## config.mk

```make
export PLATFORM = sky130hd
export DESIGN_NAME = modbus_section_level_collector_flat
export DESIGN_NICKNAME = d
export VERILOG_FILES = /design/src/hw/rtl/mslc_pkg.sv /design/src/hw/rtl/mslc_in_if.sv /design/src/hw/rtl/mslc_out_if.sv /design/src/hw/rtl/mslc_ctrl.sv /design/src/hw/rtl/mslc_datapath.sv /design/src/hw/rtl/modbus_section_level_collector.sv /design/src/flat_wrapper.sv
export SDC_FILE = /design/constraint.sdc
export NUM_CORES = 1
export LEC_CHECK = 0
export BUFFER_PORTS_ARGS = -buffer_cell sky130_fd_sc_hd__buf_2
export CORE_ASPECT_RATIO = 0.8
export CORE_UTILIZATION = 47
export DETAILED_ROUTE_END_ITERATION = 8
export GPL_TIMING_DRIVEN = 0
export PLACE_DENSITY = 0.69
export SETUP_SLACK_MARGIN = 0.05
export SLEW_MARGIN = 10
export SYNTH_ARGS = -nofsm -noshare
export SYNTH_HDL_FRONTEND = slang
export SYNTH_HIERARCHICAL = 1
export SYNTH_SLANG_ARGS = --single-unit
```

## constraint.sdc

```tcl
create_clock -name clk -period 14.6 [get_ports clk]
set_input_delay 2.92 -clock clk [delete_from_list [all_inputs] [get_ports clk]]
set_output_delay 2.92 -clock clk [all_outputs]
set_load 0.005 [all_outputs]
```

## src/hw/rtl/mslc_pkg.sv

```systemverilog
// Shared constants, types and the CRC-16/Modbus byte step for the section level collector.
// No dependencies; imported by mslc_ctrl, mslc_datapath and the collector top level.
`default_nettype none

package mslc_pkg;

  localparam int MAX_SECTIONS    = 16;
  localparam int MAX_FRAME_BYTES = 64;
  localparam int MIN_FRAME_BYTES = 5;
  localparam int LEVEL_BYTE_POS  = 4;
  localparam int MM_PER_CM       = 10;

  localparam logic [15:0] CRC_INIT  = 16'hFFFF;
  localparam logic [15:0] CRC_POLY  = 16'hA001;
  localparam logic [15:0] LEVEL_SAT = 16'hFFFF;

  // register field widths
  localparam int SECT_CFG_W = 5;
  localparam int LEN_CFG_W  = 8;
  localparam int CFG_ADDR_W = 3;
  localparam int CFG_DATA_W = 32;

  // derived widths
  localparam int SEC_CNT_W  = $clog2(MAX_SECTIONS + 1);
  localparam int SEC_IDX_W  = (MAX_SECTIONS > 1) ? $clog2(MAX_SECTIONS) : 1;
  localparam int FCNT_W     = $clog2(MAX_FRAME_BYTES + 2);
  localparam int FLEN_W     = $clog2(MAX_FRAME_BYTES + 3);
  localparam int SUM_W      = $clog2(MAX_SECTIONS * 255 + 1);
  localparam int LIM_W      = SEC_CNT_W + LEN_CFG_W;
  localparam int CMP_W      = (SUM_W > LIM_W) ? SUM_W : LIM_W;
  localparam int MM_FULL_W  = (SUM_W + 4 > 16) ? SUM_W + 4 : 16;

  // register indexes (paddr bit 2)
  localparam logic REG_SECTIONS = 1'b0;
  localparam logic REG_LENGTH   = 1'b1;

  // input modes and result kinds
  localparam logic MODE_BYTE     = 1'b0;
  localparam logic MODE_FINISH   = 1'b1;
  localparam logic KIND_VERDICT  = 1'b0;
  localparam logic KIND_REPORT   = 1'b1;

  typedef struct packed {
    logic byte_take;     // accepted response byte
    logic verdict_load;  // accepted byte closes a frame: load verdict
    logic walk_start;    // clear sum and section index
    logic walk_step;     // add one section level
    logic report_load;   // load level report into output register
  } mslc_cmd_t;

  typedef struct packed {
    logic walk_done;     // section index reached the section count
  } mslc_status_t;

  function automatic logic [15:0] crc_feed(input logic [15:0] crc_in, input logic [7:0] b);
    logic [15:0] c;
    c = crc_in ^ {8'h00, b};
    for (int k = 0; k < 8; k++) begin
      if (c[0]) begin
        c = (c >> 1) ^ CRC_POLY;
      end else begin
        c = c >> 1;
      end
    end
    return c;
  endfunction

endpackage

`default_nettype wire

```

## src/hw/rtl/mslc_in_if.sv

```systemverilog
// Input channel: valid/ready handshake carrying one response byte or a finish request.
// Depends on nothing.
`default_nettype none

interface mslc_in_if;
  logic       valid;
  logic       ready;
  logic       mode;
  logic [7:0] rx_byte;
  logic       last_byte;

  modport source (output valid, mode, rx_byte, last_byte, input ready);
  modport sink   (input valid, mode, rx_byte, last_byte, output ready);
endinterface

`default_nettype wire

```

## src/hw/rtl/mslc_out_if.sv

```systemverilog
// Result channel: valid/ready handshake carrying a frame verdict or a level report.
// Depends on nothing.
`default_nettype none

interface mslc_out_if;
  logic        valid;
  logic        ready;
  logic        result_kind;
  logic        frame_ok;
  logic [7:0]  section_id;
  logic        section_stored;
  logic [7:0]  section_value;
  logic [15:0] level_mm;
  logic        over_range;

  modport source (output valid, result_kind, frame_ok, section_id, section_stored,
                  section_value, level_mm, over_range, input ready);
  modport sink   (input valid, result_kind, frame_ok, section_id, section_stored,
                  section_value, level_mm, over_range, output ready);
endinterface

`default_nettype wire

```

## src/hw/rtl/mslc_ctrl.sv

```systemverilog
// Controller FSM: input/output handshake, frame-end verdict and finish-walk sequencing.
// Depends on mslc_pkg.
`default_nettype none

module mslc_ctrl
  import mslc_pkg::*;
(
  input  wire logic         clk,
  input  wire logic         rst_n,
  input  wire logic         in_valid,
  input  wire logic         in_mode,
  input  wire logic         in_last,
  output logic              in_ready,
  output logic              out_valid,
  input  wire logic         out_ready,
  input  mslc_status_t      status,
  output mslc_cmd_t         cmd
);

  typedef enum logic [1:0] {
    ST_IDLE,
    ST_WALK,
    ST_REPORT
  } state_t;

  state_t state_r, state_nxt;
  logic   out_valid_r, out_valid_nxt;
  logic   slot_free;
  logic   in_acc;

  assign slot_free = !out_valid_r || out_ready;
  assign in_ready  = (state_r == ST_IDLE) && slot_free;
  assign in_acc    = in_valid && in_ready;
  assign out_valid = out_valid_r;

  always_comb begin
    state_nxt     = state_r;
    out_valid_nxt = out_valid_r && !out_ready;
    cmd           = '0;
    unique case (state_r)
      ST_IDLE: begin
        if (in_acc) begin
          if (in_mode == MODE_FINISH) begin
            cmd.walk_start = 1'b1;
            state_nxt      = ST_WALK;
          end else begin
            cmd.byte_take = 1'b1;
            if (in_last) begin
              cmd.verdict_load = 1'b1;
              out_valid_nxt    = 1'b1;
            end
          end
        end
      end
      ST_WALK: begin
        if (status.walk_done) begin
          state_nxt = ST_REPORT;
        end else begin
          cmd.walk_step = 1'b1;
        end
      end
      ST_REPORT: begin
        if (slot_free) begin
          cmd.report_load = 1'b1;
          out_valid_nxt   = 1'b1;
          state_nxt       = ST_IDLE;
        end
      end
      default: state_nxt = ST_IDLE;
    endcase
  end

  always_ff @(posedge clk) begin
    if (!rst_n) begin
      state_r     <= ST_IDLE;
      out_valid_r <= 1'b0;
    end else begin
      state_r     <= state_nxt;
      out_valid_r <= out_valid_nxt;
    end
  end

endmodule

`default_nettype wire

```

## src/hw/rtl/mslc_datapath.sv

```systemverilog
// Datapath: frame CRC and byte tracking, section level store, level sum and report math.
// Depends on mslc_pkg; driven by mslc_ctrl commands.
`default_nettype none

module mslc_datapath
  import mslc_pkg::*;
(
  input  wire logic                  clk,
  input  wire logic                  rst_n,
  input  mslc_cmd_t                  cmd,
  output mslc_status_t               status,
  input  wire logic [SECT_CFG_W-1:0] sections_in_use,
  input  wire logic [LEN_CFG_W-1:0]  section_length_cm,
  input  wire logic [7:0]            rx_byte,
  input  wire logic                  last_byte,
  output logic                       result_kind,
  output logic                       frame_ok,
  output logic [7:0]                 section_id,
  output logic                       section_stored,
  output logic [7:0]                 section_value,
  output logic [15:0]                level_mm,
  output logic                       over_range
);

  // frame state
  logic [15:0]       crc_r, crc_nxt;
  logic [7:0]        held0_r, held0_nxt, held1_r, held1_nxt;
  logic [FCNT_W-1:0] fcnt_r, fcnt_nxt;
  logic [7:0]        faddr_r, faddr_nxt, flvl_r, flvl_nxt;

  // section store, entry i holds section i+1
  logic [7:0] levels_r [MAX_SECTIONS];

  // finish walk
  logic [SEC_CNT_W-1:0] idx_r;
  logic [SUM_W-1:0]     sum_r;

  // output payload
  logic        kind_r, ok_r, stored_r, over_r;
  logic [7:0]  id_r, value_r;
  logic [15:0] mm_r;

  logic [SEC_CNT_W-1:0] eff;
  logic [7:0]           addr_cur, lvl_cur;
  logic [FLEN_W-1:0]    flen;
  logic [15:0]          crc_fin;
  logic                 crc_ok, len_ok, store_hit;
  logic [SEC_IDX_W-1:0] store_idx;
  logic [LIM_W-1:0]     limit;
  logic                 over_cur;
  logic [MM_FULL_W-1:0] mm_full;
  logic [15:0]          mm_cur;

  assign eff = (32'(sections_in_use) > 32'(MAX_SECTIONS)) ? SEC_CNT_W'(MAX_SECTIONS)
                                                          : SEC_CNT_W'(sections_in_use);

  assign addr_cur = (fcnt_r == FCNT_W'(0)) ? rx_byte : faddr_r;
  assign lvl_cur  = (fcnt_r == FCNT_W'(LEVEL_BYTE_POS)) ? rx_byte : flvl_r;

  assign flen    = FLEN_W'(fcnt_r) + FLEN_W'(1);
  assign len_ok  = (flen >= FLEN_W'(MIN_FRAME_BYTES)) && (flen <= FLEN_W'(MAX_FRAME_BYTES));
  assign crc_fin = crc_feed(crc_r, held1_r);
  assign crc_ok  = len_ok && (crc_fin == {rx_byte, held0_r});
  assign store_hit = crc_ok && (addr_cur != 8'd0) && (32'(addr_cur) <= 32'(eff));
  assign store_idx = SEC_IDX_W'(addr_cur - 8'd1);

  // frame byte tracking
  always_comb begin
    crc_nxt   = crc_r;
    held0_nxt = held0_r;
    held1_nxt = held1_r;
    fcnt_nxt  = fcnt_r;
    faddr_nxt = faddr_r;
    flvl_nxt  = flvl_r;
    if (cmd.byte_take) begin
      if (last_byte) begin
        crc_nxt   = CRC_INIT;
        held0_nxt = 8'd0;
        held1_nxt = 8'd0;
        fcnt_nxt  = '0;
        faddr_nxt = 8'd0;
        flvl_nxt  = 8'd0;
      end else begin
        faddr_nxt = addr_cur;
        flvl_nxt  = lvl_cur;
        if (fcnt_r >= FCNT_W'(2)) begin
          crc_nxt = crc_fin;
        end
        held1_nxt = held0_r;
        held0_nxt = rx_byte;
        if (fcnt_r <= FCNT_W'(MAX_FRAME_BYTES)) begin
          fcnt_nxt = fcnt_r + FCNT_W'(1);
        end
      end
    end
  end

  always_ff @(posedge clk) begin
    if (!rst_n) begin
      crc_r   <= CRC_INIT;
      held0_r <= 8'd0;
      held1_r <= 8'd0;
      fcnt_r  <= '0;
      faddr_r <= 8'd0;
      flvl_r  <= 8'd0;
    end else begin
      crc_r   <= crc_nxt;
      held0_r <= held0_nxt;
      held1_r <= held1_nxt;
      fcnt_r  <= fcnt_nxt;
      faddr_r <= faddr_nxt;
      flvl_r  <= flvl_nxt;
    end
  end

  always_ff @(posedge clk) begin
    if (!rst_n) begin
      for (int i = 0; i < MAX_SECTIONS; i++) begin
        levels_r[i] <= 8'd0;
      end
    end else if (cmd.verdict_load && store_hit) begin
      levels_r[store_idx] <= lvl_cur;
    end
  end

  // level sum over sections, one per cycle
  assign status.walk_done = (idx_r == eff);

  always_ff @(posedge clk) begin
    if (!rst_n) begin
      idx_r <= '0;
      sum_r <= '0;
    end else if (cmd.walk_start) begin
      idx_r <= '0;
      sum_r <= '0;
    end else if (cmd.walk_step) begin
      idx_r <= idx_r + SEC_CNT_W'(1);
      sum_r <= sum_r + SUM_W'(levels_r[SEC_IDX_W'(idx_r)]);
    end
  end

  assign limit    = LIM_W'(eff) * LIM_W'(section_length_cm);
  assign over_cur = (CMP_W'(sum_r) >= CMP_W'(limit));
  // x10 as shift-add
  assign mm_full  = (MM_FULL_W'(sum_r) << 3) + (MM_FULL_W'(sum_r) << 1);
  assign mm_cur   = (mm_full > MM_FULL_W'(LEVEL_SAT)) ? LEVEL_SAT : 16'(mm_full);

  always_ff @(posedge clk) begin
    if (cmd.verdict_load) begin
      kind_r   <= KIND_VERDICT;
      ok_r     <= crc_ok;
      id_r     <= addr_cur;
      stored_r <= store_hit;
      value_r  <= lvl_cur;
      mm_r     <= 16'd0;
      over_r   <= 1'b0;
    end else if (cmd.report_load) begin
      kind_r   <= KIND_REPORT;
      ok_r     <= 1'b0;
      id_r     <= 8'd0;
      stored_r <= 1'b0;
      value_r  <= 8'd0;
      mm_r     <= over_cur ? 16'd0 : mm_cur;
      over_r   <= over_cur;
    end
  end

  assign result_kind    = kind_r;
  assign frame_ok       = ok_r;
  assign section_id     = id_r;
  assign section_stored = stored_r;
  assign section_value  = value_r;
  assign level_mm       = mm_r;
  assign over_range     = over_r;

endmodule

`default_nettype wire

```

## src/hw/rtl/modbus_section_level_collector.sv

```systemverilog
// Modbus RTU response checker and section level collector: for each response byte the
// CRC-16/Modbus step is unrolled over 8 bits in combinational logic; a frame's last byte loads its
// verdict into the output register at the accept edge. A finish transaction walks the
// section store one section a cycle, then waits for a free output slot to load the report.
// Synchronous active-low reset: frame state, section levels zero, sections 1, length 100.
`default_nettype none

module modbus_section_level_collector
  import mslc_pkg::*;
(
  input  wire logic                  clk,
  input  wire logic                  rst_n,
  // response byte / finish channel
  mslc_in_if.sink                    in_chan,
  // verdict / report channel
  mslc_out_if.source                 out_chan,
  // configuration port
  input  wire logic                  cfg_psel,
  input  wire logic                  cfg_penable,
  input  wire logic                  cfg_pwrite,
  input  wire logic [CFG_ADDR_W-1:0] cfg_paddr,
  input  wire logic [CFG_DATA_W-1:0] cfg_pwdata,
  output logic      [CFG_DATA_W-1:0] cfg_prdata,
  output logic                       cfg_pready
);

  // Config registers. paddr[2] picks the register; low address bits are byte offsets.
  logic [SECT_CFG_W-1:0] sections_r;
  logic [LEN_CFG_W-1:0]  length_r;
  logic                  cfg_wr;

  assign cfg_pready = 1'b1;
  assign cfg_wr     = cfg_psel && cfg_penable && cfg_pwrite && cfg_pready;

  always_ff @(posedge clk) begin
    if (!rst_n) begin
      sections_r <= SECT_CFG_W'(1);
      length_r   <= LEN_CFG_W'(100);
    end else if (cfg_wr) begin
      if (cfg_paddr[2] == REG_SECTIONS) begin
        sections_r <= cfg_pwdata[SECT_CFG_W-1:0];
      end else begin
        length_r <= cfg_pwdata[LEN_CFG_W-1:0];
      end
    end
  end

  always_comb begin
    unique case (cfg_paddr[2])
      REG_SECTIONS: cfg_prdata = CFG_DATA_W'(sections_r);
      REG_LENGTH:   cfg_prdata = CFG_DATA_W'(length_r);
      default:      cfg_prdata = '0;
    endcase
  end

  // Controller <-> datapath
  mslc_cmd_t    cmd;
  mslc_status_t status;

  // The controller owns the handshakes; input accepts only in idle and when the
  // output register is free or being drained this cycle.
  mslc_ctrl u_ctrl (
    .clk       (clk),
    .rst_n     (rst_n),
    .in_valid  (in_chan.valid),
    .in_mode   (in_chan.mode),
    .in_last   (in_chan.last_byte),
    .in_ready  (in_chan.ready),
    .out_valid (out_chan.valid),
    .out_ready (out_chan.ready),
    .status    (status),
    .cmd       (cmd)
  );

  mslc_datapath u_dp (
    .clk               (clk),
    .rst_n             (rst_n),
    .cmd               (cmd),
    .status            (status),
    .sections_in_use   (sections_r),
    .section_length_cm (length_r),
    .rx_byte           (in_chan.rx_byte),
    .last_byte         (in_chan.last_byte),
    .result_kind       (out_chan.result_kind),
    .frame_ok          (out_chan.frame_ok),
    .section_id        (out_chan.section_id),
    .section_stored    (out_chan.section_stored),
    .section_value     (out_chan.section_value),
    .level_mm          (out_chan.level_mm),
    .over_range        (out_chan.over_range)
  );

endmodule

`default_nettype wire

```

## src/flat_wrapper.sv

```systemverilog
// flat-port wrapper written by rule: the top's interface ports become plain ports
module modbus_section_level_collector_flat import mslc_pkg::*;
  (clk, rst_n, cfg_psel, cfg_penable, cfg_pwrite, cfg_paddr, cfg_pwdata, cfg_prdata, cfg_pready, in_chan_valid, in_chan_mode, in_chan_rx_byte, in_chan_last_byte, in_chan_ready, out_chan_valid, out_chan_result_kind, out_chan_frame_ok, out_chan_section_id, out_chan_section_stored, out_chan_section_value, out_chan_level_mm, out_chan_over_range, out_chan_ready);
  mslc_in_if in_chan_i ();
  mslc_out_if out_chan_i ();
  input  wire logic clk;
  input  wire logic rst_n;
  input  wire logic cfg_psel;
  input  wire logic cfg_penable;
  input  wire logic cfg_pwrite;
  input  wire logic [CFG_ADDR_W-1:0] cfg_paddr;
  input  wire logic [CFG_DATA_W-1:0] cfg_pwdata;
  output logic      [CFG_DATA_W-1:0] cfg_prdata;
  output logic cfg_pready;
  input wire logic [$bits(in_chan_i.valid)-1:0] in_chan_valid;
  input wire logic [$bits(in_chan_i.mode)-1:0] in_chan_mode;
  input wire logic [$bits(in_chan_i.rx_byte)-1:0] in_chan_rx_byte;
  input wire logic [$bits(in_chan_i.last_byte)-1:0] in_chan_last_byte;
  output wire logic [$bits(in_chan_i.ready)-1:0] in_chan_ready;
  output wire logic [$bits(out_chan_i.valid)-1:0] out_chan_valid;
  output wire logic [$bits(out_chan_i.result_kind)-1:0] out_chan_result_kind;
  output wire logic [$bits(out_chan_i.frame_ok)-1:0] out_chan_frame_ok;
  output wire logic [$bits(out_chan_i.section_id)-1:0] out_chan_section_id;
  output wire logic [$bits(out_chan_i.section_stored)-1:0] out_chan_section_stored;
  output wire logic [$bits(out_chan_i.section_value)-1:0] out_chan_section_value;
  output wire logic [$bits(out_chan_i.level_mm)-1:0] out_chan_level_mm;
  output wire logic [$bits(out_chan_i.over_range)-1:0] out_chan_over_range;
  input wire logic [$bits(out_chan_i.ready)-1:0] out_chan_ready;
  assign in_chan_i.valid = in_chan_valid;
  assign in_chan_i.mode = in_chan_mode;
  assign in_chan_i.rx_byte = in_chan_rx_byte;
  assign in_chan_i.last_byte = in_chan_last_byte;
  assign in_chan_ready = in_chan_i.ready;
  assign out_chan_valid = out_chan_i.valid;
  assign out_chan_result_kind = out_chan_i.result_kind;
  assign out_chan_frame_ok = out_chan_i.frame_ok;
  assign out_chan_section_id = out_chan_i.section_id;
  assign out_chan_section_stored = out_chan_i.section_stored;
  assign out_chan_section_value = out_chan_i.section_value;
  assign out_chan_level_mm = out_chan_i.level_mm;
  assign out_chan_over_range = out_chan_i.over_range;
  assign out_chan_i.ready = out_chan_ready;
  modbus_section_level_collector u_core (.clk(clk), .rst_n(rst_n), .in_chan(in_chan_i), .out_chan(out_chan_i), .cfg_psel(cfg_psel), .cfg_penable(cfg_penable), .cfg_pwrite(cfg_pwrite), .cfg_paddr(cfg_paddr), .cfg_pwdata(cfg_pwdata), .cfg_prdata(cfg_prdata), .cfg_pready(cfg_pready));
endmodule
```

### After elaboration in Yosys (flattened, before gate mapping)

Memory sizes are Yosys's and may differ from the RTL's. A register that Yosys moved wholly into a read port is not among the register bits.
Index checks and enable logic that the tools add are counted.

| word-level totals | value |
|---|---|
| word-level logic and storage cells | 136 |
| memories | 1 |
| memory bits (writable) | 128 |
| bits of input ports | 52 |
| bits in registers | 124 |

Memories:

| memory | words | width | rd ports | clocked after Yosys merged registers in | write ports | RTL line | text |
|---|---|---|---|---|---|---|---|
| u_core.u_dp.levels_r | 16 | 8 | 1 | 1 | 16 | mslc_datapath.sv:32 | `logic [7:0] levels_r [MAX_SECTIONS];` |

| cells by class | value |
|---|---|
| bitwise operators | 11 |
| muxes and demuxes | 56 |
| $add $sub $neg | 5 |
| multipliers | 1 |
| reduce and logical (&&, ||, !) cells | 26 |
| equality and inequality tests | 9 |
| order comparisons | 8 |

Operators by type and width:

| cell | number |
|---|---|
| $mux 16 | 12 |
| $mux 8 | 10 |
| $pmux 32 s2 | 1 |
| $not 2->3 | 8 |
| $mux 1 | 18 |
| $add 15x13->16 | 1 |
| $eq 16x16->1 | 1 |
| $gt 16x16->1 const B | 1 |
| $xor 16x8->16 | 1 |
| $le 7x7->1 const B | 2 |
| $mux 7 | 2 |
| $ge 12x13->1 | 1 |
| $mul 5x8->13 | 1 |
| $add 12x8->12 | 1 |
| $mux 4 | 3 |
| $logic_and 1x1->1 | 10 |
| $mux 2 | 5 |
| $le 8x5->1 | 1 |
| $reduce_and 2->1 | 4 |
| $reduce_bool 8->1 | 1 |
| $reduce_or 8->1 | 1 |
| $add 7x1->7 const B | 1 |
| $eq 7x3->1 const B | 1 |
| $ge 7x2->1 const B | 1 |
| 21 further kinds | 28 |

### Depth between registers and ports, before layout

Gate-level depths: netlist (run 1).

| logic depth | value |
|---|---|
| word-level depth | 27 |
| gate-level depth with buffers | 23 |
| mapped depth without buffers | 21 |

### Cells and area by module

The synthesis (run 1) kept the hierarchy.

Modules (own cells, without submodules):

| module | area each (µm²) | times used | seq. area each (µm²) | cells an instance |
|---|---|---|---|---|
| mslc_datapath | 13531.7 | 1 | 6246.0 | 1233 |
| modbus_section_level_collector | 847.1 | 1 | 260.2 | 90 |
| mslc_ctrl | 198.9 | 1 | 60.1 | 20 |

### Least setup slack after synthesis (run 1)

OpenSTA, ideal clock, no wires.

| path | value |
|---|---|
| path kind | input port to output port |
| start | input port cfg_paddr[2] |
| end | output port cfg_prdata[0] |
| data required time | 11680 ps |
| data arrival time | 3355 ps |
| path buffers | 1 |
| stages on the path | 2 |
| path slack | 8325 ps |
| cells stage by stage | buf_6 -> mux2_2 |

| on the way | value |
|---|---|
| longest elaborated chain between the ends | 2 |

Ends and longest elaborated chain:

| item | RTL line | text |
|---|---|---|
| start: declaration | flat_wrapper.sv:11 | `input wire logic [CFG_ADDR_W-1:0] cfg_paddr;` |
| $not 1->1 (no line) | - |  |
| $pmux 32 s2 * | modbus_section_level_collector.sv:49 | `unique case (cfg_paddr[2])` |
| end: declaration | flat_wrapper.sv:13 | `output logic [CFG_DATA_W-1:0] cfg_prdata;` |

Every way passes the cells marked *; elsewhere a longest branch is shown, timed or not. The select of a mux whose other input is x is not followed.

### Final worst setup path (run 1)

| path | value |
|---|---|
| start | register u_core.sections_r[4] |
| end | register u_core.u_dp.mm_r[13] (netlist: u_core/u_dp/level_mm[13]) |

| on the way | value |
|---|---|
| longest elaborated chain between the ends | 5 |

Ends and longest elaborated chain:

| item | RTL line | text |
|---|---|---|
| start: declaration | modbus_section_level_collector.sv:28 | `logic [SECT_CFG_W-1:0] sections_r;` |
| start signal: assignment | modbus_section_level_collector.sv:41 | `sections_r <= cfg_pwdata[SECT_CFG_W-1:0];` |
| $gt 5x5->1 | mslc_datapath.sv:54 | `assign eff = (32'(sections_in_use) > 32'(MAX_SECTIONS)) ? SEC_CNT_W'(MAX_SECTIONS)` |
| $mux 5 * | mslc_datapath.sv:54 |  |
| $mul 5x8->13 * | mslc_datapath.sv:142 | `assign limit = LIM_W'(eff) * LIM_W'(section_length_cm);` |
| $ge 12x13->1 * | mslc_datapath.sv:143 | `assign over_cur = (CMP_W'(sum_r) >= CMP_W'(limit));` |
| $mux 16 * | mslc_datapath.sv:163 | `mm_r <= over_cur ? 16'd0 : mm_cur;` |
| end signal: assignment | mslc_datapath.sv:163 |  |
| end: declaration | mslc_datapath.sv:41 | `logic [15:0] mm_r;` |

Every way passes the cells marked *; elsewhere a longest branch is shown, timed or not.
A chain may end at the register's enable or synchronous reset.

==> summary.txt, run 1 <==
LAYOUT
------------------------------------------------------------------------------------------
Post-layout instance count excluding filler cells ...........................         1899
Final antenna diode count ...................................................            0
Most common cell after layout, fill and taps aside .......................... sky130_fd_sc_hd__edfxtp_1
Filler Cells Inserted .......................................................         2726
Commonest cells after routing, fill and taps aside .......................... sky130_fd_sc_hd__edfxtp_1, sky130_fd_sc_hd__nor2_1, sky130_fd_sc_hd__dfxtp_1
Layout Area Growth over Synthesis ...........................................        12.4%
Ratio of cells with drive above 1 in the final layout .......................        17.9%
Nets ........................................................................         1598

GRT
------------------------------------------------------------------------------------------
Global-route congestion overflow total ......................................            0
Met2 track demand over resource in global routing ...........................        37.3%
Global-route met3 utilization ...............................................        4.55%
Peak-usage layer in the global routing report ...............................         met2
Wire length of the first global-routing pass ................................      57.6 mm
Met1 GRT Util ...............................................................        32.6%
Largest net degree at the start of global routing ...........................           19
GRT Overall Usage ...........................................................        23.5%
Vias in the first global route ..............................................        10300
Antenna violations before repair ............................................            0

CLOCK TREE
------------------------------------------------------------------------------------------
Root buf cell ............................................................... sky130_fd_sc_hd__clkbuf_16
Clock latency at the later pin of the worst-skew pair .......................      0.56 ns
Setup bufs post-CTS .........................................................            0
Number of buffers between clock root and the deepest sink ...................            3
CTS-repair resized insts ....................................................            0
H-tree depth ................................................................            1
CTS tree ....................................................................          yes
Cts bufs inserted ...........................................................           27
TritonCTS sink count ........................................................          255
Count of hold-fix buffers inserted at cts ...................................            0
Clock edge transition at the registers on the reported setup and hold paths .      0.06 ns

LOGIC SYNTHESIS
------------------------------------------------------------------------------------------
Distinct cell type count of the synthesized netlist .........................           88
Most common flop cell mapped by yosys ....................................... sky130_fd_sc_hd__edfxtp_1
Synth area leaders .......................................................... sky130_fd_sc_hd__edfxtp_1, sky130_fd_sc_hd__dfxtp_1, sky130_fd_sc_hd__mux4_2
Post-synthesis instance area ................................................    14600 µm²
Synth warnings ..............................................................            6
Share of synthesized area occupied by flip-flops and latches ................        45.0%
Area fraction of the dominant cell type after synthesis .....................        30.1%
Cell taking the most area after synthesis ................................... sky130_fd_sc_hd__edfxtp_1
Number of synthesized register bits .........................................          255
Number of instances in the synthesized netlist ..............................         1343
Number of flops mapped to enable cells by yosys .............................          146
Avg Synthesized Cell Area ...................................................     10.9 µm²
Share of flip-flops with an asynchronous set or reset .......................           0%

DETAILED ROUTING
------------------------------------------------------------------------------------------
Detailed-routing iteration count for the pre-antenna-repair pass ............            5
Drt wl/cell .................................................................      19.4 µm
DRT Wirelength ..............................................................      36.9 mm
Number of nets with antenna violations after detailed routing ...............            0
DRC violation count after routing ...........................................            0
Initial detailed-routing violation count ....................................          652
Vias after detailed routing .................................................        10700
Detailed-route vias per instance ............................................         5.61

SETUP PATH
------------------------------------------------------------------------------------------
Worst reg2reg startpoint .................................................... u_core/sections_r[4]
RR Endpoint ................................................................. u_core/u_dp/level_mm[13]
Cell count of the worst reg-to-reg path .....................................           21
Data required time at the worst endpoint ....................................     15.09 ns
WP data arrival .............................................................      7.08 ns
Reg2Reg Setup Slack .........................................................      8.01 ns
Kind of end point of the critical path ......................................     register
Nature of the critical path startpoint ......................................     register
Crit path largest cell delay ................................................      0.65 ns
Highest fanout seen on the critical path ....................................           10
Setup Crit Path Kind ........................................................ register to register
CP max-delay cell ........................................................... sky130_fd_sc_hd__or4b_2
List of cells traversed by the critical path ................................ nor2b_1, clkbuf_1, nand2_1, fa_1, fa_1, fa_1, inv_1, ha_1, a21oi_1, o21bai_1, a21oi_1, o21ai_0, or4b_2, and4b_1, ha_1, o211ai_1, nor2_1, a211oi_1, o31a_1, clkbuf_1, a22o_1
Most common cell type on the critical path .................................. sky130_fd_sc_hd__fa_1

PLACED DESIGN
------------------------------------------------------------------------------------------
Count of buffers from port buffering ........................................           69
Post-detail-place hpwl ......................................................      26.9 mm
Final estimated routing congestion in global placement ......................        0.846
Placed Instances ............................................................         1850
Pre-CTS setup slack .........................................................      7.69 ns

JOB
------------------------------------------------------------------------------------------
Max cap viols ...............................................................            0

STA
------------------------------------------------------------------------------------------
Achievable Freq .............................................................    0.152 GHz
Maximum clock skew at final layout ..........................................    0.0121 ns
Final setup violating endpoints .............................................            0
Relative slew slack .........................................................        14.8%
Number of max-slew violations in the final report ...........................            0
Slew of the pin with the lowest slew margin .................................      1.24 ns
Worst hold-check slack ......................................................     0.467 ns
Portion of the clock cycle consumed by the worst path in the final layout ...        45.2%
Hold Vio Cnt, Final .........................................................            0
PnR worst setup slack .......................................................      8.01 ns
Unrepaired setup endpoints after global routing .............................           no
Min Tclk post-route .........................................................      6.59 ns
Sum Neg Setup Slack .........................................................         0 ns

DIE
------------------------------------------------------------------------------------------
Die X .......................................................................       199 µm
Row count ...................................................................           57
Die Footprint ...............................................................    31700 µm²
Boundary Pins ...............................................................          123
Vertical die dimension ......................................................       160 µm
Area of the core region .....................................................    30500 µm²
Initial standard-cell utilization of the core ...............................        47.9%

PWR
------------------------------------------------------------------------------------------
LEAKAGE .....................................................................   0.00634 µW
Cell area power density .....................................................   101 nW/µm²
Largest vdd supply drop .....................................................      85.3 µV

STATUS
------------------------------------------------------------------------------------------
Status ...................................................................... complete, no violations

HOLD PATH
------------------------------------------------------------------------------------------
Number of cells traversed by the worst hold path ............................            2
Worst Hold Endpoint ......................................................... u_core/u_dp/result_kind
Critical hold path startpoint ............................................... u_core/u_dp/result_kind
Type of the worst min-delay path ............................................ register to register

[cell families after synthesis]
logic type	synth area share, %
buffers and inverters	5.85
other	0.0772
flip-flops	45.0
multiplexers	9.06
XOR/XNOR	4.79
AO/OA/AOI/OAI	8.65
adder cells (fa/ha/maj)	7.90
AND/OR/NAND/NOR	18.6
[critical path, delay by kind of cell (launching register included)]
kind	cells	cell delay [ns]
AO/OA/AOI/OAI	8	1.81
adder cells (fa/ha/maj)	5	2.17
buffers and inverters	3	0.96
flip-flops	1	0.38
AND/OR/NAND/NOR	5	1.21
[sequential cells by signal (all words and copies together) (netlist names), named ones only]
| name | cells |
|---|---|
| u_core/length_r | 8 |
| u_core/sections_r | 5 |
| u_core/u_ctrl/out_valid | 1 |
| u_core/u_ctrl/state_r | 2 |
| u_core/u_dp/crc_r | 16 |
| u_core/u_dp/faddr_r | 8 |
| u_core/u_dp/fcnt_r | 7 |
| u_core/u_dp/flvl_r | 8 |
| u_core/u_dp/frame_ok | 1 |
| u_core/u_dp/held0_r | 8 |
| u_core/u_dp/held1_r | 8 |
| u_core/u_dp/idx_r | 5 |
| u_core/u_dp/level_mm | 15 |
| u_core/u_dp/levels_r | 128 |
| u_core/u_dp/over_range | 1 |
| u_core/u_dp/result_kind | 1 |
| u_core/u_dp/section_id | 8 |
| u_core/u_dp/section_stored | 1 |
| u_core/u_dp/section_value | 8 |
| u_core/u_dp/sum_r | 12 |
[Yosys cell counts, types with 8 or more instances]
| master | number |
|---|---|
| sky130_fd_sc_hd__and2_1 | 58 |
| sky130_fd_sc_hd__o21ai_1 | 8 |
| sky130_fd_sc_hd__inv_1 | 78 |
| sky130_fd_sc_hd__buf_2 | 14 |
| sky130_fd_sc_hd__nand4_1 | 11 |
| sky130_fd_sc_hd__fa_1 | 20 |
| sky130_fd_sc_hd__nor3_2 | 27 |
| sky130_fd_sc_hd__a21oi_1 | 35 |
| sky130_fd_sc_hd__o22ai_1 | 32 |
| sky130_fd_sc_hd__dfxtp_1 | 109 |
| sky130_fd_sc_hd__mux2i_1 | 34 |
| sky130_fd_sc_hd__ha_1 | 60 |
| sky130_fd_sc_hd__edfxtp_1 | 146 |
| sky130_fd_sc_hd__nor2b_1 | 44 |
| sky130_fd_sc_hd__buf_1 | 11 |
| sky130_fd_sc_hd__buf_4 | 30 |
| sky130_fd_sc_hd__nand3_1 | 10 |
| sky130_fd_sc_hd__xnor2_1 | 27 |
| sky130_fd_sc_hd__nand2b_1 | 12 |
| sky130_fd_sc_hd__nor2_1 | 120 |
| sky130_fd_sc_hd__clkbuf_1 | 40 |
| sky130_fd_sc_hd__a22o_1 | 17 |
| sky130_fd_sc_hd__mux4_2 | 40 |
| sky130_fd_sc_hd__nand2_1 | 78 |
| sky130_fd_sc_hd__xnor3_1 | 10 |
| sky130_fd_sc_hd__o21ai_0 | 37 |
| sky130_fd_sc_hd__xor2_1 | 27 |
| sky130_fd_sc_hd__nor3_1 | 63 |
| sky130_fd_sc_hd__a21o_1 | 9 |
[layer usage]
metal	vias to the layer above	wire length, µm
li1	5001	-
met1	5237	16300
met2	355	17100
met3	66	2530
met4	0	992
met5	-	0
[power by group]
| group | internal (µW) | switching (µW) |
|---|---|---|
| Sequential | 781 | 17.5 |
| Clock | 374 | 287 |
| Combinational | 82.1 | 114 |
[through the flow]
step	area (µm²)	utilization, %	total power (µW)
5_1_grt	16400	53.8	1720
4_1_cts	16400	53.8	1670
2_1_floorplan	14700	-	948
6_report	16400	53.8	1660
3_5_place_dp	15500	51.1	1010
3_3_place_gp	15500	51.0	1000
[area by class of cell]
cell class              count  area (µm²)  share of cell area [%]
multi-input cells         931        7250                    44.3
flip-flops and latches    255        6570                    40.1
clock buffers              39         744                    4.54
plain buffers             100         552                    3.37
well taps                 413         517                    3.15
repair buffers             71         360                    2.20
inverters                  80         300                    1.83
clock inverters            10        93.8                   0.573
[worst max-delay path by stage]
stage	startpoint	to	slack (ns)	depth (start not counted)
2_1_floorplan	cfg_paddr[2]	cfg_prdata[0]	8.32	2
4_1_cts	u_core/sections_r[4]	u_core/u_dp/level_mm[13]	8.01	21
6_report	u_core/sections_r[4]	u_core/u_dp/level_mm[13]	8.01	21
5_1_grt	u_core/sections_r[4]	u_core/u_dp/level_mm[6]	7.61	21
3_3_place_gp	in_chan_rx_byte[3]	u_core/u_dp/levels_r[0][0]	7.42	12
3_5_place_dp	in_chan_rx_byte[3]	u_core/u_dp/levels_r[14][1]	7.69	11
Power figures use the tool's default switching activity.
==> run 2, diff against run 1 <==
--- a/config.mk
+++ b/config.mk
@@ -10,7 +10,7 @@
 export CORE_UTILIZATION = 47
 export DETAILED_ROUTE_END_ITERATION = 8
 export GPL_TIMING_DRIVEN = 0
-export PLACE_DENSITY = 0.69
+export PLACE_DENSITY = 0.72
 export SETUP_SLACK_MARGIN = 0.05
 export SLEW_MARGIN = 10
 export SYNTH_ARGS = -nofsm -noshare
==> constraint.sdc (replaced) <==
create_clock -name clk -period 5.5 [get_ports clk]
set_input_delay 1.1 -clock clk [delete_from_list [all_inputs] [get_ports clk]]
set_output_delay 1.1 -clock clk [all_outputs]
set_load 0.005 [all_outputs]
==> summary.txt, run 2 (same netlist as run 1, synthesis figures left out) <==
STA
------------------------------------------------------------------------------------------
Min Tclk post-route .........................................................      5.31 ns   -1.29 ns
PnR worst setup slack .......................................................     0.195 ns   -7.81 ns
Number of max-slew violations in the final report ...........................            0   unchanged
Slew of the pin with the lowest slew margin .................................      1.39 ns   +0.142 ns
Final setup violating endpoints .............................................            0   unchanged
Hold Vio Cnt, Final .........................................................            0   unchanged
Achievable Freq .............................................................    0.188 GHz   +24%
Relative slew slack .........................................................        5.02%   -9.7 points
Portion of the clock cycle consumed by the worst path in the final layout ...        96.5%   +51 points
Unrepaired setup endpoints after global routing .............................          yes
Worst hold-check slack ......................................................     0.477 ns   +0.0109 ns
Maximum clock skew at final layout ..........................................    0.0113 ns   -0.000861 ns
Sum Neg Setup Slack .........................................................         0 ns   unchanged

DETAILED ROUTING
------------------------------------------------------------------------------------------
Vias after detailed routing .................................................        10800   +1.1%
Initial detailed-routing violation count ....................................          989   +52%
Drt wl/cell .................................................................      19.5 µm   +0.39%
DRT Wirelength ..............................................................      37.4 mm   +1.2%
Routed metal-1 wire length ..................................................      16.4 mm   +0.31%
DRC violation count after routing ...........................................            0   unchanged
Detailed-route vias per instance ............................................         5.63   +0.24%
Met3 wire length ............................................................      2.89 mm   +14%
Wire length on met2 .........................................................      17.4 mm   +1.6%
Detailed-routing iteration count for the pre-antenna-repair pass ............            5   unchanged
Number of nets with antenna violations after detailed routing ...............            0   unchanged
Highest metal layer with signal wires .......................................         met4

SETUP PATH
------------------------------------------------------------------------------------------
Setup Crit Path Kind ........................................................ register to register
RR Endpoint ................................................................. u_core/u_dp/levels_r[5][1]
Highest fanout seen on the critical path ....................................           10   unchanged
Nature of the critical path startpoint ......................................     register
Cell count of the worst reg-to-reg path .....................................           16   -24%
Worst reg2reg startpoint .................................................... u_core/u_dp/fcnt_r[3]
Data required time at the worst endpoint ....................................      5.66 ns   -9.43 ns
WP data arrival .............................................................      5.47 ns   -1.61 ns
Reg2Reg Setup Slack .........................................................      0.19 ns   -7.81 ns
Kind of end point of the critical path ......................................     register

DIE
------------------------------------------------------------------------------------------
Vertical die dimension ......................................................       160 µm   unchanged
Die X .......................................................................       199 µm   unchanged
Row count ...................................................................           57   unchanged
Die Footprint ...............................................................    31700 µm²   unchanged
Initial standard-cell utilization of the core ...............................        47.9%   unchanged
Area of the core region .....................................................    30500 µm²   unchanged
Boundary Pins ...............................................................          123   unchanged

CLOCK TREE
------------------------------------------------------------------------------------------
Clock edge transition at the registers on the reported setup and hold paths .      0.06 ns   about the same
Count of hold-fix buffers inserted at cts ...................................            0   unchanged
Root buf cell ............................................................... sky130_fd_sc_hd__clkbuf_16
H-tree depth ................................................................            1   unchanged
Cts bufs inserted ...........................................................           27   unchanged
CTS tree ....................................................................          yes
TritonCTS sink count ........................................................          255   unchanged
Number of buffers between clock root and the deepest sink ...................            3   unchanged
Clock latency at the later pin of the worst-skew pair .......................      0.54 ns   -0.02 ns

GRT
------------------------------------------------------------------------------------------
Vias in the first global route ..............................................        10300   -0.097%
Antenna violations before repair ............................................            0   unchanged
Global-route congestion overflow total ......................................            0   unchanged
GRT Overall Usage ...........................................................        23.5%   about the same
Wire length of the first global-routing pass ................................      57.4 mm   -0.31%
Largest net degree at the start of global routing ...........................           19   unchanged

LAYOUT
------------------------------------------------------------------------------------------
Ratio of cells with drive above 1 in the final layout .......................        20.7%   +2.8 points
Commonest cells after routing, fill and taps aside .......................... sky130_fd_sc_hd__edfxtp_1, sky130_fd_sc_hd__nor2_1, sky130_fd_sc_hd__dfxtp_1
Layout Area Growth over Synthesis ...........................................        14.9%
Nets ........................................................................         1612   +0.88%
Filler Cells Inserted .......................................................         2619   -3.9%
Most common cell after layout, fill and taps aside .......................... sky130_fd_sc_hd__edfxtp_1
Max FFs per register ........................................................          128   unchanged
Largest reg by FF count ..................................................... u_core/u_dp/levels_r

PWR
------------------------------------------------------------------------------------------
Cell area power density .....................................................   270 nW/µm²   +170%
LEAKAGE .....................................................................   0.00646 µW   +2.0%
Largest vdd supply drop .....................................................       234 µV   +170%

STATUS
------------------------------------------------------------------------------------------
Status ...................................................................... complete, no violations

PLACED DESIGN
------------------------------------------------------------------------------------------
Post-detail-place hpwl ......................................................      27.0 mm   +0.47%
Final estimated routing congestion in global placement ......................        0.881   +4.1%
Pre-CTS setup slack .........................................................    -0.772 ns   -8.46 ns
Count of buffers from port buffering ........................................           69   unchanged

HOLD PATH
------------------------------------------------------------------------------------------
Number of cells traversed by the worst hold path ............................            1   -1
Critical hold path startpoint ............................................... u_core/u_dp/level_mm[4]
Type of the worst min-delay path ............................................ register to register
Worst Hold Endpoint ......................................................... u_core/u_dp/level_mm[4]

JOB
------------------------------------------------------------------------------------------
Max cap viols ...............................................................            0   unchanged

-- run 2: cell types whose count changed in the layout (fill, tap and decap cells not counted), moves of 4 or more --
| cell | change |
|---|---|
| sky130_fd_sc_hd__buf_4 | +13 |
| sky130_fd_sc_hd__o21ai_2 | +8 |
| sky130_fd_sc_hd__o21ai_1 | -7 |
| sky130_fd_sc_hd__ha_1 | -5 |
| sky130_fd_sc_hd__ha_4 | +5 |
| sky130_fd_sc_hd__a21oi_1 | -4 |
| sky130_fd_sc_hd__inv_1 | -4 |
-- run 2: cell type report --
cell class,count,area [µm²],share of cell area [%]
timing repair buffer,85,469,2.80
sequential,255,6580,39.2
buffer,100,592,3.53
multi-input combinational,931,7410,44.2
clock buffer,37,723,4.32
clock inverter,13,165,0.986
tap,413,517,3.08
inverter,80,303,1.81
antenna,1,2.50,0.0149
-- run 2: report_power, final --
part / internal [µW] / switching [µW]
clock: 1100 / 758
combinational: 233 / 309
sequential: 2070 / 46.8
total: 3410 / 1110
-- run 2: worst max path at each step --
stage,from,end,cells past startpoint
5_1_grt,u_core/u_dp/fcnt_r[3],u_core/u_dp/levels_r[5][1],16
2_1_floorplan,u_core/sections_r[3],u_core/u_dp/level_mm[10],21
4_1_cts,u_core/sections_r[3],u_core/u_dp/level_mm[15],21
3_5_place_dp,u_core/sections_r[3],u_core/u_dp/level_mm[13],21
3_3_place_gp,u_core/sections_r[3],u_core/u_dp/level_mm[13],21
6_report,u_core/u_dp/fcnt_r[3],u_core/u_dp/levels_r[5][1],16
-- run 2: per-layer routing --
layer  GRT usage, %  up-vias
li1               -     5037
met1           33.5     5250
met2           36.8      434
met3           4.24       54
met4           6.05        0
met5              0        -
-- run 2: worst max-delay path, stage by stage, from the launching register on --
cell and delay [ns]:
sky130_fd_sc_hd__dfxtp_1 0.36, sky130_fd_sc_hd__or3_4 0.43, sky130_fd_sc_hd__nor4b_4 0.59, sky130_fd_sc_hd__buf_2 0.32, sky130_fd_sc_hd__buf_2 0.28, sky130_fd_sc_hd__mux2i_1 0.41
sky130_fd_sc_hd__inv_1 0.11, sky130_fd_sc_hd__ha_1 0.33, sky130_fd_sc_hd__nor2b_1 0.14, sky130_fd_sc_hd__o211ai_1 0.16, sky130_fd_sc_hd__a21oi_1 0.11, sky130_fd_sc_hd__a21oi_1 0.16
sky130_fd_sc_hd__and4_1 0.28, sky130_fd_sc_hd__buf_6 0.17, sky130_fd_sc_hd__o21ai_4 0.11, sky130_fd_sc_hd__buf_2 0.22, sky130_fd_sc_hd__o21ai_1 0.72
-- run 2: repair_timing --
item                       4_1_cts  5_1_grt
setup endpoints to repair       16       87
setup buffers                   10        4
pin swaps                        9       17
cloned                           1        0
resized for setup               20       30
-- run 2: stage by stage --
step                utilization (%)  std cells  cell area (µm²)  power (µW)
floorplan                         -       1366            14700        2510
global placement               51.0       1848            15500        2660
detailed placement             51.0       1849            15500        2670
CTS                            54.4       1910            16600        4530
global route                   55.0       1914            16800        4690
finish                         55.0       1915            16800        4530
==> run 3, diff against run 2 <==
--- a/config.mk
+++ b/config.mk
@@ -10,7 +10,7 @@
 export CORE_UTILIZATION = 47
 export DETAILED_ROUTE_END_ITERATION = 8
 export GPL_TIMING_DRIVEN = 0
-export PLACE_DENSITY = 0.72
+export PLACE_DENSITY = 0.69
 export SETUP_SLACK_MARGIN = 0.05
 export SLEW_MARGIN = 10
 export SYNTH_ARGS = -nofsm -noshare
==> constraint.sdc (replaced) <==
create_clock -name clk -period 5.3 [get_ports clk]
set_input_delay 1.06 -clock clk [delete_from_list [all_inputs] [get_ports clk]]
set_output_delay 1.06 -clock clk [all_outputs]
set_load 0.005 [all_outputs]
==> summary.txt, run 3 (same netlist as run 1, synthesis figures left out) <==
CLOCK TREE
------------------------------------------------------------------------------------------
Clock latency at the later pin of the worst-skew pair .......................      0.58 ns   +0.04 ns
CTS tree ....................................................................          yes
Number of buffers between clock root and the deepest sink ...................            3   unchanged
Root buf cell ............................................................... sky130_fd_sc_hd__clkbuf_16
TritonCTS sink count ........................................................          255   unchanged
H-tree depth ................................................................            1   unchanged
Count of hold-fix buffers inserted at cts ...................................            0   unchanged
Clock edge transition at the registers on the reported setup and hold paths .      0.06 ns   about the same
Cts bufs inserted ...........................................................           28   +3.7%

PWR
------------------------------------------------------------------------------------------
Cell area power density .....................................................   280 nW/µm²   +3.7%
Switching part of the total .................................................        25.4%   +0.82 points
Internal power summed over all cells ........................................      3510 µW   +3.0%
Clock network fraction of design power ......................................        41.3%   about the same
Largest vdd supply drop .....................................................       286 µV   +22%
Combinational Power Share ...................................................        12.0%   about the same
LEAKAGE .....................................................................   0.00649 µW   +0.45%
Switching power .............................................................      1200 µW   +7.6%
Seq pwr share ...............................................................        46.7%   -0.2 points

DETAILED ROUTING
------------------------------------------------------------------------------------------
Drt wl/cell .................................................................      19.8 µm   +1.4%
Vias after detailed routing .................................................        10700   -0.36%
DRT Wirelength ..............................................................      38.0 mm   +1.6%
Number of nets with antenna violations after detailed routing ...............            0   unchanged
Initial detailed-routing violation count ....................................          955   -3.4%
DRC violation count after routing ...........................................            0   unchanged
Detailed-routing iteration count for the pre-antenna-repair pass ............            5   unchanged
Detailed-route vias per instance ............................................         5.60   -0.52%

LAYOUT
------------------------------------------------------------------------------------------
Ratio of cells with drive above 1 in the final layout .......................        21.1%   +0.41 points
Largest reg by FF count ..................................................... u_core/u_dp/levels_r
Final antenna diode count ...................................................            0   -1
Most common cell after layout, fill and taps aside .......................... sky130_fd_sc_hd__edfxtp_1
Layout Area Growth over Synthesis ...........................................        15.5%
Nets ........................................................................         1616   +0.25%
Post-layout instance count excluding filler cells ...........................         1918   +0.16%
Filler Cells Inserted .......................................................         2652   +1.3%
Commonest cells after routing, fill and taps aside .......................... sky130_fd_sc_hd__edfxtp_1, sky130_fd_sc_hd__nor2_1, sky130_fd_sc_hd__dfxtp_1
Utilization of the core after routing .......................................        55.3%   +0.27 points
Max FFs per register ........................................................          128   unchanged

STA
------------------------------------------------------------------------------------------
PnR worst setup slack .......................................................     0.148 ns   -0.0472 ns
Min Tclk post-route .........................................................      5.15 ns   -0.153 ns
Slew of the pin with the lowest slew margin .................................      1.20 ns   -0.181 ns
Portion of the clock cycle consumed by the worst path in the final layout ...        97.2%   +0.76 points
Achievable Freq .............................................................    0.194 GHz   +3.0%
Hold Vio Cnt, Final .........................................................            0   unchanged
Maximum clock skew at final layout ..........................................    0.0296 ns   +0.0184 ns
Number of max-slew violations in the final report ...........................            0   unchanged
Unrepaired setup endpoints after global routing .............................          yes
Sum Neg Setup Slack .........................................................         0 ns   unchanged
Final setup violating endpoints .............................................            0   unchanged
Relative slew slack .........................................................        17.4%   +12 points

SETUP PATH
------------------------------------------------------------------------------------------
Setup Crit Path Kind ........................................................ register to register
WP depth ....................................................................           22   +6
Worst reg2reg startpoint .................................................... u_core/sections_r[4]
Kind of end point of the critical path ......................................     register
Data required time at the worst endpoint ....................................      5.75 ns   +0.09 ns
Most common cell type on the critical path .................................. sky130_fd_sc_hd__fa_1
Worst setup startpoint ...................................................... u_core/sections_r[4]
Cell type group with the largest total delay on the critical path ...........  adder cells
List of cells traversed by the critical path ................................ nor2b_4, buf_8, and2_1, fa_1, fa_1, inv_1, fa_1, inv_1, ha_4, inv_4, o21bai_4, a21oi_4, o21ai_2, or4b_4, and4b_1, ha_4, o211ai_1, nor2_1, a211oi_2, o31a_1, clkbuf_8, a22o_1
CP max-delay cell ........................................................... sky130_fd_sc_hd__fa_1
Reg2Reg Setup Slack .........................................................      0.15 ns   -0.05 ns
WP data arrival .............................................................      5.61 ns   +0.14 ns
Cell count of the worst reg-to-reg path .....................................           22   +6
Count of buffer and inverter cells on the critical path .....................            5   unchanged
Highest fanout seen on the critical path ....................................            7   -3
Nature of the critical path startpoint ......................................     register
Crit path largest cell delay ................................................      0.55 ns   -0.17 ns
RR Endpoint ................................................................. u_core/u_dp/level_mm[13]

PLACED DESIGN
------------------------------------------------------------------------------------------
Placed Instances ............................................................         1851   +0.11%
Count of buffers from port buffering ........................................           69   unchanged
Post-detail-place hpwl ......................................................      27.2 mm   +0.78%
Pre-CTS setup slack .........................................................    -0.522 ns   +0.250 ns
Final estimated routing congestion in global placement ......................        0.867   -1.6%

DIE
------------------------------------------------------------------------------------------
Die X .......................................................................       199 µm   unchanged
Initial standard-cell utilization of the core ...............................        47.9%   unchanged
Row count ...................................................................           57   unchanged
Vertical die dimension ......................................................       160 µm   unchanged
Boundary Pins ...............................................................          123   unchanged
Area of the core region .....................................................    30500 µm²   unchanged
Die Footprint ...............................................................    31700 µm²   unchanged

JOB
------------------------------------------------------------------------------------------
Max cap viols ...............................................................            0   unchanged

GRT
------------------------------------------------------------------------------------------
Largest net degree at the start of global routing ...........................           19   unchanged
Global-route congestion overflow total ......................................            0   unchanged
Vias in the first global route ..............................................        10500   +1.5%
GRT Overall Usage ...........................................................        24.0%   +0.53 points
Antenna violations before repair ............................................            0   unchanged
Wire length of the first global-routing pass ................................      58.5 mm   +1.8%

STATUS
------------------------------------------------------------------------------------------
Status ...................................................................... complete, no violations

HOLD PATH
------------------------------------------------------------------------------------------
Type of the worst min-delay path ............................................ register to register
Critical hold path startpoint ............................................... u_core/u_dp/result_kind
Number of cells traversed by the worst hold path ............................            2   +1
Worst Hold Endpoint ......................................................... u_core/u_dp/result_kind

run 3: worst min-delay path, delay by kind of cell (launching register included):
| family | cells | cell delay, ns |
|---|---|---|
| and+or+nand+nor | 2 | 0.12 |
| DFF | 1 | 0.32 |
run 3: final cells by class:
class                           count  area, µm²  area share (%)
Buffer                             99        581            3.45
Clock buffer                       33        719            4.27
Clock inverter                     18        193            1.14
Inverter                           80        303            1.80
Multi-Input combinational cell    931       7450            44.2
Sequential cell                   255       6570            39.0
Tap cell                          413        517            3.07
Timing Repair Buffer               89        503            2.99
run 3: power by group through the flow:
stage	registers (µW)	logic [µW]	clock network (µW)
floorplan	2230	383	0
global placement	2240	520	0
detailed placement	2240	534	0
CTS	2200	547	1990
global route	2210	618	2060
finish	2200	568	1950
run 3: repair_timing:
item / 4_1_cts / 5_1_grt
pin swaps: 9 / 19
hold endpoints to repair: 0 / 0
setup endpoints to repair: 86 / 108
gates resized for setup: 20 / 30
cloned: 1 / 0
buffers inserted: 7 / 9
run 3: how the worst max path moves through the flow:
stage                                             to
after floorplan             u_core/u_dp/level_mm[15]
after global placement    u_core/u_dp/levels_r[0][0]
after detailed placement     u_core/u_dp/level_mm[7]
after CTS                   u_core/u_dp/level_mm[15]
after global routing         u_core/u_dp/level_mm[7]
final                       u_core/u_dp/level_mm[13]
run 3: metal layers:
layer	routed length (µm)	vias up	GRT usage (%)	share of wire, %
li1	-	5040	-	-
met1	16300	5226	33.5	43
met2	17500	407	38.1	46
met3	3060	63	4.70	8.1
met4	1040	0	6.47	2.7
met5	0	-	0	0
run 3: per-stage QoR:
step,hold WS [ns],total power [µW],area [µm²]
after floorplan,0.444,2610,14700
after global placement,0.446,2760,15600
after detailed placement,0.448,2780,15600
after CTS,0.466,4740,16600
after global routing,0.492,4890,16800
final,0.468,4710,16800
